$ cat src/sv/wcpc_pkg.sv
`timescale 1ns / 1ps
// ---------------------------------------------------------------------------
// wcpc_pkg: shared types and constants of the wash cycle phase controller
// Request and response layouts, register reset values and helper functions.
// ---------------------------------------------------------------------------
package wcpc_pkg;

  // Number of wash phases (supply, wash, rinse, spin) and selectable loads
  localparam int unsigned Phases = 4;
  localparam int unsigned Loads  = 3;

  // Longest phase in seconds, so the total always fits two digits
  localparam logic [7:0] MaxPhaseSeconds = 8'd24;
  localparam logic [6:0] MaxTotal        = 7'd127;

  // Register reset values
  localparam logic [31:0] PhaseTimesLowRst  = 32'd50463489;
  localparam logic [31:0] PhaseTimesMidRst  = 32'd100992770;
  localparam logic [31:0] PhaseTimesHighRst = 32'd151325187;
  localparam logic [16:0] TicksPerSecondRst = 17'd15625;

  // Register indexes on the configuration port
  localparam logic [1:0] RegPhaseTimesLow  = 2'd0;
  localparam logic [1:0] RegPhaseTimesMid  = 2'd1;
  localparam logic [1:0] RegPhaseTimesHigh = 2'd2;
  localparam logic [1:0] RegTicksPerSecond = 2'd3;

  // Request layout
  typedef struct packed {
    logic [1:0] mode;
    logic [1:0] load_choice;
  } wcpc_req_t;

  // Response layout
  typedef struct packed {
    logic [3:0] phase_leds;
    logic       on_lamp;
    logic       pause_lamp;
    logic [1:0] load_lamps;
    logic       digit_select;
    logic [3:0] digit_value;
    logic [6:0] seconds_left;
  } wcpc_rsp_t;

  // Clamped duration of one phase from a packed duration word
  function automatic logic [4:0] phase_dur(input logic [31:0] word, input logic [1:0] p);
    logic [7:0] raw;
    raw = word[8*p +: 8];
    if (raw > MaxPhaseSeconds) begin
      return MaxPhaseSeconds[4:0];
    end
    return raw[4:0];
  endfunction

  // Total countdown of one load, saturated to seven bits
  function automatic logic [6:0] total_dur(input logic [31:0] word);
    logic [8:0] sum;
    sum = '0;
    for (int p = 0; p < Phases; p++) begin
      sum = sum + 9'(phase_dur(word, 2'(p)));
    end
    if (sum > 9'(MaxTotal)) begin
      return MaxTotal;
    end
    return sum[6:0];
  endfunction

  // Divide a seven-bit count by ten through a reciprocal multiply
  function automatic logic [3:0] div10(input logic [6:0] c);
    logic [14:0] prod;
    prod = 15'(c) * 15'd205;
    return prod[14:11];
  endfunction

endpackage

$ cat src/sv/wash_cycle_phase_controller.sv
`timescale 1ns / 1ps
// ---------------------------------------------------------------------------
// wash_cycle_phase_controller: washer cycle phase controller
// Takes tick, load, start/pause and refresh requests, runs the countdown and
// drives the phase, status and display lamps.
// ---------------------------------------------------------------------------
// The response register loads at the edge a request is taken.
// One request per cycle, one next-state pass each, unless a response is held.
// The response register lets a new request in while its response is taken.
// Reset (rst_ni low, asynchronous): idle, no load, count 0, display shows
// zeros, registers return to their default durations and tick rate.
module wash_cycle_phase_controller (
  input  logic                clk_i,
  input  logic                rst_ni,
  // request channel
  input  logic                in_valid_i,
  output logic                in_ready_o,
  input  wcpc_pkg::wcpc_req_t in_req_i,
  // response channel
  output logic                out_valid_o,
  input  logic                out_ready_i,
  output wcpc_pkg::wcpc_rsp_t out_rsp_o,
  // configuration port
  input  logic                psel,
  input  logic                penable,
  input  logic                pwrite,
  input  logic [3:0]          paddr,
  input  logic [31:0]         pwdata,
  output logic [31:0]         prdata,
  output logic                pready
);

  // Request codes
  localparam logic [1:0] ModeTick    = 2'd0;
  localparam logic [1:0] ModeLoad    = 2'd1;
  localparam logic [1:0] ModeStart   = 2'd2;
  localparam logic [1:0] ModeRefresh = 2'd3;

  // Run state codes
  localparam logic [1:0] StIdle  = 2'd0;
  localparam logic [1:0] StArmed = 2'd1;
  localparam logic [1:0] StRun   = 2'd2;
  localparam logic [1:0] StPause = 2'd3;

  logic [31:0] times_q [wcpc_pkg::Loads];
  logic [16:0] tps_q;

  logic [1:0]  run_q, run_d;
  logic [1:0]  load_q, load_d;
  logic [6:0]  count_q, count_d;
  logic [1:0]  phase_q, phase_d;
  logic [16:0] subsec_q, subsec_d;
  logic        toggle_q, toggle_d;
  logic        shown_q, shown_d;
  logic [3:0]  lamp_q, lamp_d;

  logic                out_valid_q;
  wcpc_pkg::wcpc_rsp_t out_rsp_q, rsp_d;

  logic        take;
  logic        cfg_wr;
  logic [1:0]  cfg_idx;
  logic [16:0] tick_lim;
  logic [17:0] subsec_inc;
  logic [31:0] run_word;
  logic [31:0] load_word;
  logic [4:0]  run_dur [wcpc_pkg::Phases];
  logic [6:0]  run_total;
  logic [6:0]  elapsed;
  logic [6:0]  upper;
  logic [6:0]  lower;
  logic [6:0]  count_dec;
  logic [3:0]  tens;
  logic [3:0]  tens_digit;
  logic [3:0]  units;

  // Configuration writes and reads
  assign pready  = 1'b1;
  assign cfg_wr  = psel & penable & pwrite & pready;
  assign cfg_idx = paddr[3:2];

  always_comb begin
    unique case (cfg_idx)
      wcpc_pkg::RegPhaseTimesLow:  prdata = times_q[0];
      wcpc_pkg::RegPhaseTimesMid:  prdata = times_q[1];
      wcpc_pkg::RegPhaseTimesHigh: prdata = times_q[2];
      wcpc_pkg::RegTicksPerSecond: prdata = {15'd0, tps_q};
      default:                     prdata = '0;
    endcase
  end

  always_ff @(posedge clk_i or negedge rst_ni) begin
    if (!rst_ni) begin
      times_q[0] <= wcpc_pkg::PhaseTimesLowRst;
      times_q[1] <= wcpc_pkg::PhaseTimesMidRst;
      times_q[2] <= wcpc_pkg::PhaseTimesHighRst;
      tps_q      <= wcpc_pkg::TicksPerSecondRst;
    end else if (cfg_wr) begin
      unique case (cfg_idx)
        wcpc_pkg::RegPhaseTimesLow:  times_q[0] <= pwdata;
        wcpc_pkg::RegPhaseTimesMid:  times_q[1] <= pwdata;
        wcpc_pkg::RegPhaseTimesHigh: times_q[2] <= pwdata;
        wcpc_pkg::RegTicksPerSecond: tps_q      <= pwdata[16:0];
        default: ;
      endcase
    end
  end

  // Accept a request whenever the response slot is free or being drained
  assign in_ready_o = ~out_valid_q | out_ready_i;
  assign take       = in_valid_i & in_ready_o;

  // Durations of the running load and of the chosen load
  always_comb begin
    run_word = times_q[0];
    if (load_q == 2'd2) begin
      run_word = times_q[1];
    end else if (load_q == 2'd3) begin
      run_word = times_q[2];
    end
    load_word = times_q[0];
    if (in_req_i.load_choice == 2'd1) begin
      load_word = times_q[1];
    end else if (in_req_i.load_choice == 2'd2) begin
      load_word = times_q[2];
    end
  end

  // Window of the current phase: (lower, upper] in remaining seconds
  always_comb begin
    elapsed = '0;
    for (int p = 0; p < wcpc_pkg::Phases; p++) begin
      run_dur[p] = wcpc_pkg::phase_dur(run_word, 2'(p));
      if (2'(p) < phase_q) begin
        elapsed = elapsed + 7'(run_dur[p]);
      end
    end
    run_total = wcpc_pkg::total_dur(run_word);
    upper     = run_total - elapsed;
    lower     = upper - 7'(run_dur[phase_q]);
  end

  // Sub-second counting
  assign tick_lim   = (tps_q == '0) ? 17'd1 : tps_q;
  assign subsec_inc = 18'(subsec_q) + 18'd1;
  assign count_dec  = count_q - 7'd1;

  // Next state for one request
  always_comb begin
    run_d    = run_q;
    load_d   = load_q;
    count_d  = count_q;
    phase_d  = phase_q;
    subsec_d = subsec_q;
    toggle_d = toggle_q;
    shown_d  = shown_q;
    lamp_d   = lamp_q;
    unique case (in_req_i.mode)
      ModeTick: begin
        if (run_q == StRun) begin
          if (subsec_inc >= 18'(tick_lim)) begin
            subsec_d = '0;
            if (count_q != '0) begin
              count_d = count_dec;
              if (count_dec == '0) begin
                // finish the cycle and fall back to idle
                run_d   = StIdle;
                load_d  = '0;
                phase_d = '0;
                shown_d = 1'b0;
                lamp_d  = '0;
              end else if ((phase_q != 2'(wcpc_pkg::Phases - 1)) && (load_q != '0) &&
                           !((count_dec <= upper) && (count_dec > lower))) begin
                // advance once the count leaves the phase window
                phase_d = phase_q + 2'd1;
                lamp_d  = 4'd1 << (phase_q + 2'd1);
              end
            end
          end else begin
            subsec_d = subsec_inc[16:0];
          end
        end
      end
      ModeLoad: begin
        if (((run_q == StIdle) || (run_q == StArmed)) &&
            (in_req_i.load_choice < 2'(wcpc_pkg::Loads))) begin
          load_d  = in_req_i.load_choice + 2'd1;
          count_d = wcpc_pkg::total_dur(load_word);
          phase_d = '0;
          run_d   = StArmed;
        end
      end
      ModeStart: begin
        if (run_q == StArmed) begin
          if (count_q != '0) begin
            subsec_d = '0;
            phase_d  = '0;
            lamp_d   = 4'd1;
            run_d    = StRun;
            shown_d  = 1'b1;
          end
        end else if (run_q == StRun) begin
          run_d = StPause;
        end else if (run_q == StPause) begin
          run_d = StRun;
        end
      end
      ModeRefresh: begin
        toggle_d = ~toggle_q;
      end
      default: ;
    endcase
  end

  // Split the new count into display digits
  assign tens       = wcpc_pkg::div10(count_d);
  assign tens_digit = (tens >= 4'd10) ? (tens - 4'd10) : tens;
  assign units      = 4'(count_d - 7'(tens) * 7'd10);

  // Build the response from the state after the request
  always_comb begin
    rsp_d.phase_leds   = lamp_d;
    rsp_d.on_lamp      = (run_d == StRun);
    rsp_d.pause_lamp   = (run_d == StPause);
    rsp_d.load_lamps   = load_d;
    rsp_d.digit_select = toggle_d;
    rsp_d.seconds_left = count_d;
    if (!shown_d) begin
      rsp_d.digit_value = '0;
    end else if (toggle_d) begin
      rsp_d.digit_value = tens_digit;
    end else begin
      rsp_d.digit_value = units;
    end
  end

  // Update state on each taken request
  always_ff @(posedge clk_i or negedge rst_ni) begin
    if (!rst_ni) begin
      run_q    <= StIdle;
      load_q   <= '0;
      count_q  <= '0;
      phase_q  <= '0;
      subsec_q <= '0;
      toggle_q <= 1'b0;
      shown_q  <= 1'b0;
      lamp_q   <= '0;
    end else if (take) begin
      run_q    <= run_d;
      load_q   <= load_d;
      count_q  <= count_d;
      phase_q  <= phase_d;
      subsec_q <= subsec_d;
      toggle_q <= toggle_d;
      shown_q  <= shown_d;
      lamp_q   <= lamp_d;
    end
  end

  // Hold the response until it is taken
  always_ff @(posedge clk_i or negedge rst_ni) begin
    if (!rst_ni) begin
      out_valid_q <= 1'b0;
    end else if (take) begin
      out_valid_q <= 1'b1;
    end else if (out_ready_i) begin
      out_valid_q <= 1'b0;
    end
  end

  always_ff @(posedge clk_i) begin
    if (take) begin
      out_rsp_q <= rsp_d;
    end
  end

  assign out_valid_o = out_valid_q;
  assign out_rsp_o   = out_rsp_q;

endmodule

$ cat config.mk
export PLATFORM = sky130hd
export DESIGN_NAME = wash_cycle_phase_controller
export DESIGN_NICKNAME = d
export VERILOG_FILES = /design/src/sv/wcpc_pkg.sv /design/src/sv/wash_cycle_phase_controller.sv
export SDC_FILE = /design/constraint.sdc
export NUM_CORES = 1
export LEC_CHECK = 0
export BUFFER_PORTS_ARGS = -buffer_cell sky130_fd_sc_hd__buf_2
export CORE_ASPECT_RATIO = 2
export CORE_MARGIN = 2
export CORE_UTILIZATION = 50
export DETAILED_ROUTE_END_ITERATION = 10
export PLACE_DENSITY = 0.73
export SETUP_SLACK_MARGIN = 0.02
export SYNTH_ARGS = -nofsm -noshare
export SYNTH_HDL_FRONTEND = slang
export SYNTH_SLANG_ARGS = --single-unit
$ cat constraint.sdc
create_clock -name clk_i -period 8.8 [get_ports clk_i]
set_input_delay 1.32 -clock clk_i [delete_from_list [all_inputs] [get_ports clk_i]]
set_output_delay 1.32 -clock clk_i [all_outputs]
set_load 0.01 [all_outputs]
* Word level (Yosys, flattened, before mapping)
Cells that the tools add are included.
Word-level totals: register bits after elaboration 170, input bits 47, output and inout bits 55, logic and storage cells 228
Operators by class: add/sub/neg operators 17, multipliers 2, magnitude comparators 20, equal/unequal tests 23, shift-type cells 1, multiplexer cells 116, bitwise gates (word level) 7, reduce and logical (&&, ||, !) cells 22
Operators with widths (number):
- 5-bit 2-to-1 mux | 27
- 32-bit 2-to-1 mux | 4
- 32-bit one-hot mux with 4 select lines | 1
- 17-bit 2-to-1 mux | 5
- 7-bit 2-to-1 mux | 11
- 8-bit by 5-bit > comparator with 1-bit output (second input constant) | 8
- 2-bit 2-to-1 mux | 22
- 4-bit 2-to-1 mux | 9
- 17-bit one-hot mux with 2 select lines | 1
- 1-bit 2-to-1 mux | 29
- 2-bit == test (second input constant) | 11
- 7-bit by 5-bit adder with 7-bit output | 3
- 17-bit by 1-bit adder with 18-bit output (second input constant) | 1
- 18-bit by 17-bit greater-or-equal comparator with 1-bit output | 1
- 17-bit zero test | 1
- 7-bit by 5-bit adder with 8-bit output | 2
- 8-bit by 7-bit > comparator with 1-bit output (second input constant) | 2
- 7-bit by 8-bit multiplier with 15-bit output (second input constant) | 1
- 6-bit by 5-bit adder with 7-bit output | 2
- 2-bit != test (second input constant) | 7
- 7-bit one-hot mux with 2 select lines | 1
- 5-bit by 5-bit adder with 6-bit output | 2
- 2-bit one-hot mux with 3 select lines | 2
- 5-bit binary-select mux with 2-bit select | 1
- other kinds (35) | 54

* Longest topological paths before layout
word-level depth 25, depth in mapped cells 41, gate-level depth less buffers 40

* Worst setup path before layout
OpenSTA, ideal clock, no wires.
kind input -> register, from input in_req_i[0] (netlist bit), to register out_rsp_q, in the netlist out_rsp_o[10], data pin, setup time 0.263 ns, data arrival time 9.518 ns, required time 8.537 ns, setup slack -0.981 ns, stages 41, path buffers 1, path through inv_1 ha_1 buf_1 mux2i_1 nor2_1 a21oi_1 nand3_1 a221oi_1 nand2b_1 fa_1 inv_1 fa_1 ha_1 fa_1 a21o_1 a21oi_1 xor2_1 o21ai_0 (+5 left out) ha_1 inv_1 fa_1 inv_1 ha_1 a21oi_1 nor2b_1 o21ai_0 nand2b_1 nor3_1 o31a_4 nor2_2 xor2_1 ha_1 fa_1 xor2_1 xnor3_1 o2bb2ai_1
Between the ends: longest elaborated chain between the ends 24, elaborated cells on any way between the ends 51
RTL lines:
- start, declared | RTL line wash_cycle_phase_controller.sv:18 | input wcpc_pkg::wcpc_req_t in_req_i,
- 2-bit == test | RTL line wash_cycle_phase_controller.sv:124 | end else if (in_req_i.load_choice == 2'd2) begin
- 32-bit 2-to-1 mux | RTL line wash_cycle_phase_controller.sv:124
- 32-bit 2-to-1 mux | RTL line wash_cycle_phase_controller.sv:122 | if (in_req_i.load_choice == 2'd1) begin
- 8-bit by 5-bit > comparator with 1-bit output | RTL line wcpc_pkg.sv:49 | if (raw > MaxPhaseSeconds) begin
- 1-bit 2-to-1 mux | RTL line wcpc_pkg.sv:49
- 1-bit 2-to-1 mux | RTL line wash_cycle_phase_controller.sv:185 | if (((run_q == StIdle) || (run_q == StArmed)) &&
- 1-bit 2-to-1 mux | RTL line wash_cycle_phase_controller.sv:158 | unique case (in_req_i.mode)
- 5-bit 2-to-1 mux | RTL line wcpc_pkg.sv:52 | return raw[4:0];
- (+9 left out)
- 7-bit 2-to-1 mux | RTL line wcpc_pkg.sv:65 | return sum[6:0];
- 7-bit 2-to-1 mux (*) | RTL line wash_cycle_phase_controller.sv:185
- 7-bit one-hot mux with 2 select lines (*) | RTL line wash_cycle_phase_controller.sv:158
- net count_d[5] | RTL line wash_cycle_phase_controller.sv:50 | logic [6:0] count_q, count_d;
- 7-bit by 8-bit multiplier with 15-bit output (*) | RTL line wcpc_pkg.sv:71 | prod = 15'(c) * 15'd205;
- 4-bit by 3-bit multiplier with 3-bit output (tied with other cells) | RTL line wash_cycle_phase_controller.sv:218 | assign units = 4'(count_d - 7'(tens) * 7'd10);
- 4-bit subtractor / 4-bit 2-to-1 mux (equally long branches) | RTL line wash_cycle_phase_controller.sv:218, wash_cycle_phase_controller.sv:217
- 4-bit 2-to-1 mux (*) | RTL line wash_cycle_phase_controller.sv:230 | end else if (toggle_d) begin
- end signal, assigned | RTL line wash_cycle_phase_controller.sv:273 | out_rsp_q <= rsp_d;
- end, declared | RTL line wash_cycle_phase_controller.sv:58 | wcpc_pkg::wcpc_rsp_t out_rsp_q, rsp_d;
Mark *: on every way through the listed nets, which the timed path passes. The rest lies on a longest branch. The select of a mux whose other input is x is not followed. A chain may end at the register's enable or synchronous reset.

* Worst setup path in the final report
Same ends and word-level chain as after synthesis.

==> reports/metrics.cfg <==
[worst_hold_path]
min_to = toggle_q$_DFFE_PN0P_
min_from = toggle_q$_DFFE_PN0P_
whs_path_depth = 1
hold_path.class = reg -> reg

[synth]
yosysUniqueCellTypes = 84
yosys_warnings = 0
synth_area_leader_cell = dfrtp_1
synth_ff_type = dfrtp_1
synth_area_sq_um = 13500
synthAdderAreaFrac = 0.160
ys_ff_latch = 170
synth_edf_count = 20
async_reset_ff_frac = 0.882
synth_compound_area_frac = 0.122
ys_seq_area_frac = 0.325
synth.avg_cell_area_sq_um = 10.1
yosys-top-cells-area = dfrtp_1 (22%), ha_1 (11%), mux2_2 (11%)
synth_mux_area_frac = 0.190
synthCells = 1332
synth_top_family_by_area = multiplexers
syn_nets = 1530
yosysTopAreaCellShare = 0.224
synth-simple-area-share = 0.115
synthXorXnorAreaFrac = 0.0379

[sta]
rsz0062_at_grt = yes
clock_skew_ps = 10.3
timing.fmax_mhz = 109
hold_viol = 0
timing.final.crit_share = 1.04
max_slew.worst_pin.slew_ps = 1050
slew_headroom = 0.296
setup_slack_ps = -361
maxSlewViolCount = 0
period_needed_ps = 9160
finalSetupViolCount = 3

[global_routing]
grt_max_degree = 77
grt_pass1_wl_um = 56600
grt_pass1_vias = 10888
gr-total-overflow = 0
grt_usage = 0.252
antenna_found_initial = 0

[cells_and_area]
fill_cells = 2216
finalNonFillerCells = 1827
final_nets = 1664
fin_area_sq_um = 15700
drive_gt1_frac = 0.300
utilization = 0.590
num_antenna_cells = 0
syn2layout_area_growth_pct = 16.6

[place]
place_ws_ps = -972
place_congestion = 0.908
dp_hpwl_um = 26200
dpl.cell_count = 1780
placedInstanceArea_sq_um = 14800
io_buffers = 98

[cts]
h-tree-depth = 4
cts_sinks = 170
clockBufferDepth = 2
clock_latency_ps = 450
clk_pin_slew_ps = 70
numCtsBuffers = 17
cts_tree = built
hold_buffers = 0
cts_root_buf = clkbuf_16

[worst_setup_path]
required_ps = 8990
worst-r2r-setup-slack_ps = 590
rr_endpoint = phase_q[0]$_DFFE_PN0P_
cp_max_fo = 5
path_common_cell = fa_1
critPathKind = in -> reg
arrival_ps = 9350
crit_path_end_kind = flop
cp_slowest_cell = fa_1
reg2reg_depth = 32
cp_slowest_stage_delay_ps = 540
r2r-start = load_q[0]$_DFFE_PN0P_
start_kind = input port

[detailed_routing]
first_iter_violations = 672
viasPerCell = 5.83
ant_nets = 0
drt-met1-wl_um = 14600
dr_wl_met2_um = 18200
top_layer = met4
avgRoutedWirePerCell_um = 19.1
wl_met3_um = 1210
route.final.wire_length_um = 35000
via_count = 10650
route.detailed.drc = 0
drtPass1Iterations = 5

[outcome]
violations = negative setup slack
status = finished with violations

[job]
cap_violations = 0

[floorplanning]
chipWidth_um = 120
core_region_area_sq_um = 26700
die_area_sq_um = 28400
die_y_um = 236
row_count = 85
initial_core_util = 0.506
ioPinCount = 102

-- placed cells by master (no fill, tap or decap), types with 6 or more instances in the layout --
cell type / count
a211oi_1: 9
a21o_1: 18
a21oi_1: 39
a21oi_2: 7
a22o_1: 8
a32o_1: 15
and2_1: 8
and3_1: 6
buf_2: 95
buf_4: 72
clkbuf_16: 17
dfrtp_1: 121
dfstp_2: 29
edfxtp_1: 20
fa_1: 30
ha_1: 112
inv_1: 112
mux2_2: 126
mux2i_1: 62
mux4_2: 20
nand2_1: 109
nand2b_1: 16
nand3_1: 20
nand4_1: 8
nor2_1: 54
nor2b_1: 23
nor3_1: 18
nor4_1: 11
o211ai_1: 8
o21a_1: 12
o21ai_0: 72
o21ai_1: 9
or3_1: 9
xnor2_1: 29
xor2_1: 22
-- final cells by class --
cell class / count / area (sq um) / share of cell area
flip-flops and latches: 170 / 4390 / 0.279
clock inverters: 13 / 153 / 0.00970
multi-input cells: 983 / 8650 / 0.549
well taps: 348 / 435 / 0.0277
inverters: 117 / 452 / 0.0287
clock buffers: 19 / 453 / 0.0288
repair buffers: 177 / 1210 / 0.0769
-- synth_stat cells, drive strengths merged (17+ instances only) --
library cell and count:
nor2b 23, xor2 24, dfstp 29, a21o 18, nor3 19, mux2i 63
mux2 131, nand3 22, mux4 20, ha 119, nand2b 17, buf 20
xnor2 31, nor2 57, fa 32, inv 117, o21ai 82, edfxtp 20
dfrtp 121, nand2 109, a21oi 47, clkbuf 42
-- metal layers --
metal  vias up  track usage
li1       5020            -
met1      5328        0.319
met2       248        0.432
met3        54       0.0399
met4         0       0.0884
met5         -            0
-- how the worst max path moves through the flow --
stage / start / endpoint / slack [ps]
final: in_req_i[0] / out_rsp_o[10]$_SDFFCE_PN0P_ / -360
after global routing: in_req_i[0] / out_rsp_o[10]$_SDFFCE_PN0P_ / -750
after CTS: in_req_i[0] / out_rsp_o[9]$_SDFFCE_PN0P_ / -300
after detailed placement: in_req_i[0] / out_rsp_o[10]$_SDFFCE_PN0P_ / -970
after global placement: in_req_i[0] / out_rsp_o[10]$_SDFFCE_PN0P_ / -870
after floorplan: in_req_i[0] / out_rsp_o[10]$_SDFFCE_PN0P_ / -130
-- flip-flops by register name (all words and copies together), names as in the netlist --
name and count:
times_q 96, out_rsp_o 20, subsec_q 17, tps_q 17, count_q 7, lamp_q 4, load_q 2, phase_q 2
run_q 2, out_valid_o 1, shown_q 1, toggle_q 1
-- logic make-up after synthesis --
| logic type | Yosys count |
|---|---|
| xor gates and xnor gates | 56 |
| and+or+nand+nor | 311 |
| adders and majority gates | 154 |
| DFF | 170 |
| muxes | 214 |
| AOI/OAI and AO/OA | 247 |
| buffers and inverters | 179 |
| other | 1 |
-- worst max-delay path: cells and delay by family --
| family | cells | cell delay [ps] |
|---|---|---|
| AND/OR/NAND/NOR | 6 | 570 |
| multiplexers | 1 | 170 |
| buffers and inverters | 9 | 820 |
| AO/OA/AOI/OAI | 12 | 1920 |
| XOR/XNOR | 4 | 780 |
| adder cells (fa/ha/maj) | 11 | 3740 |
-- through the flow --
stage / TNS (ps) / hold slack (ps)
3_5_place_dp: -2690 / 486
3_3_place_gp: -2210 / 479
6_report: -814 / 496
2_1_floorplan: -190 / 465
4_1_cts: -592 / 500
5_1_grt: -1950 / 519
-- timing repair --
action / in CTS / in global routing
cloned: 2 / 0
pin swaps: 26 / 0
endpoints found under the setup margin: 3 / 4
buffers inserted: 12 / 1
gates resized for setup: 32 / 9
Power is left out: the tool's default activity adds up to more than one toggle a clock period on the data nets, which glitch-free logic cannot reach.
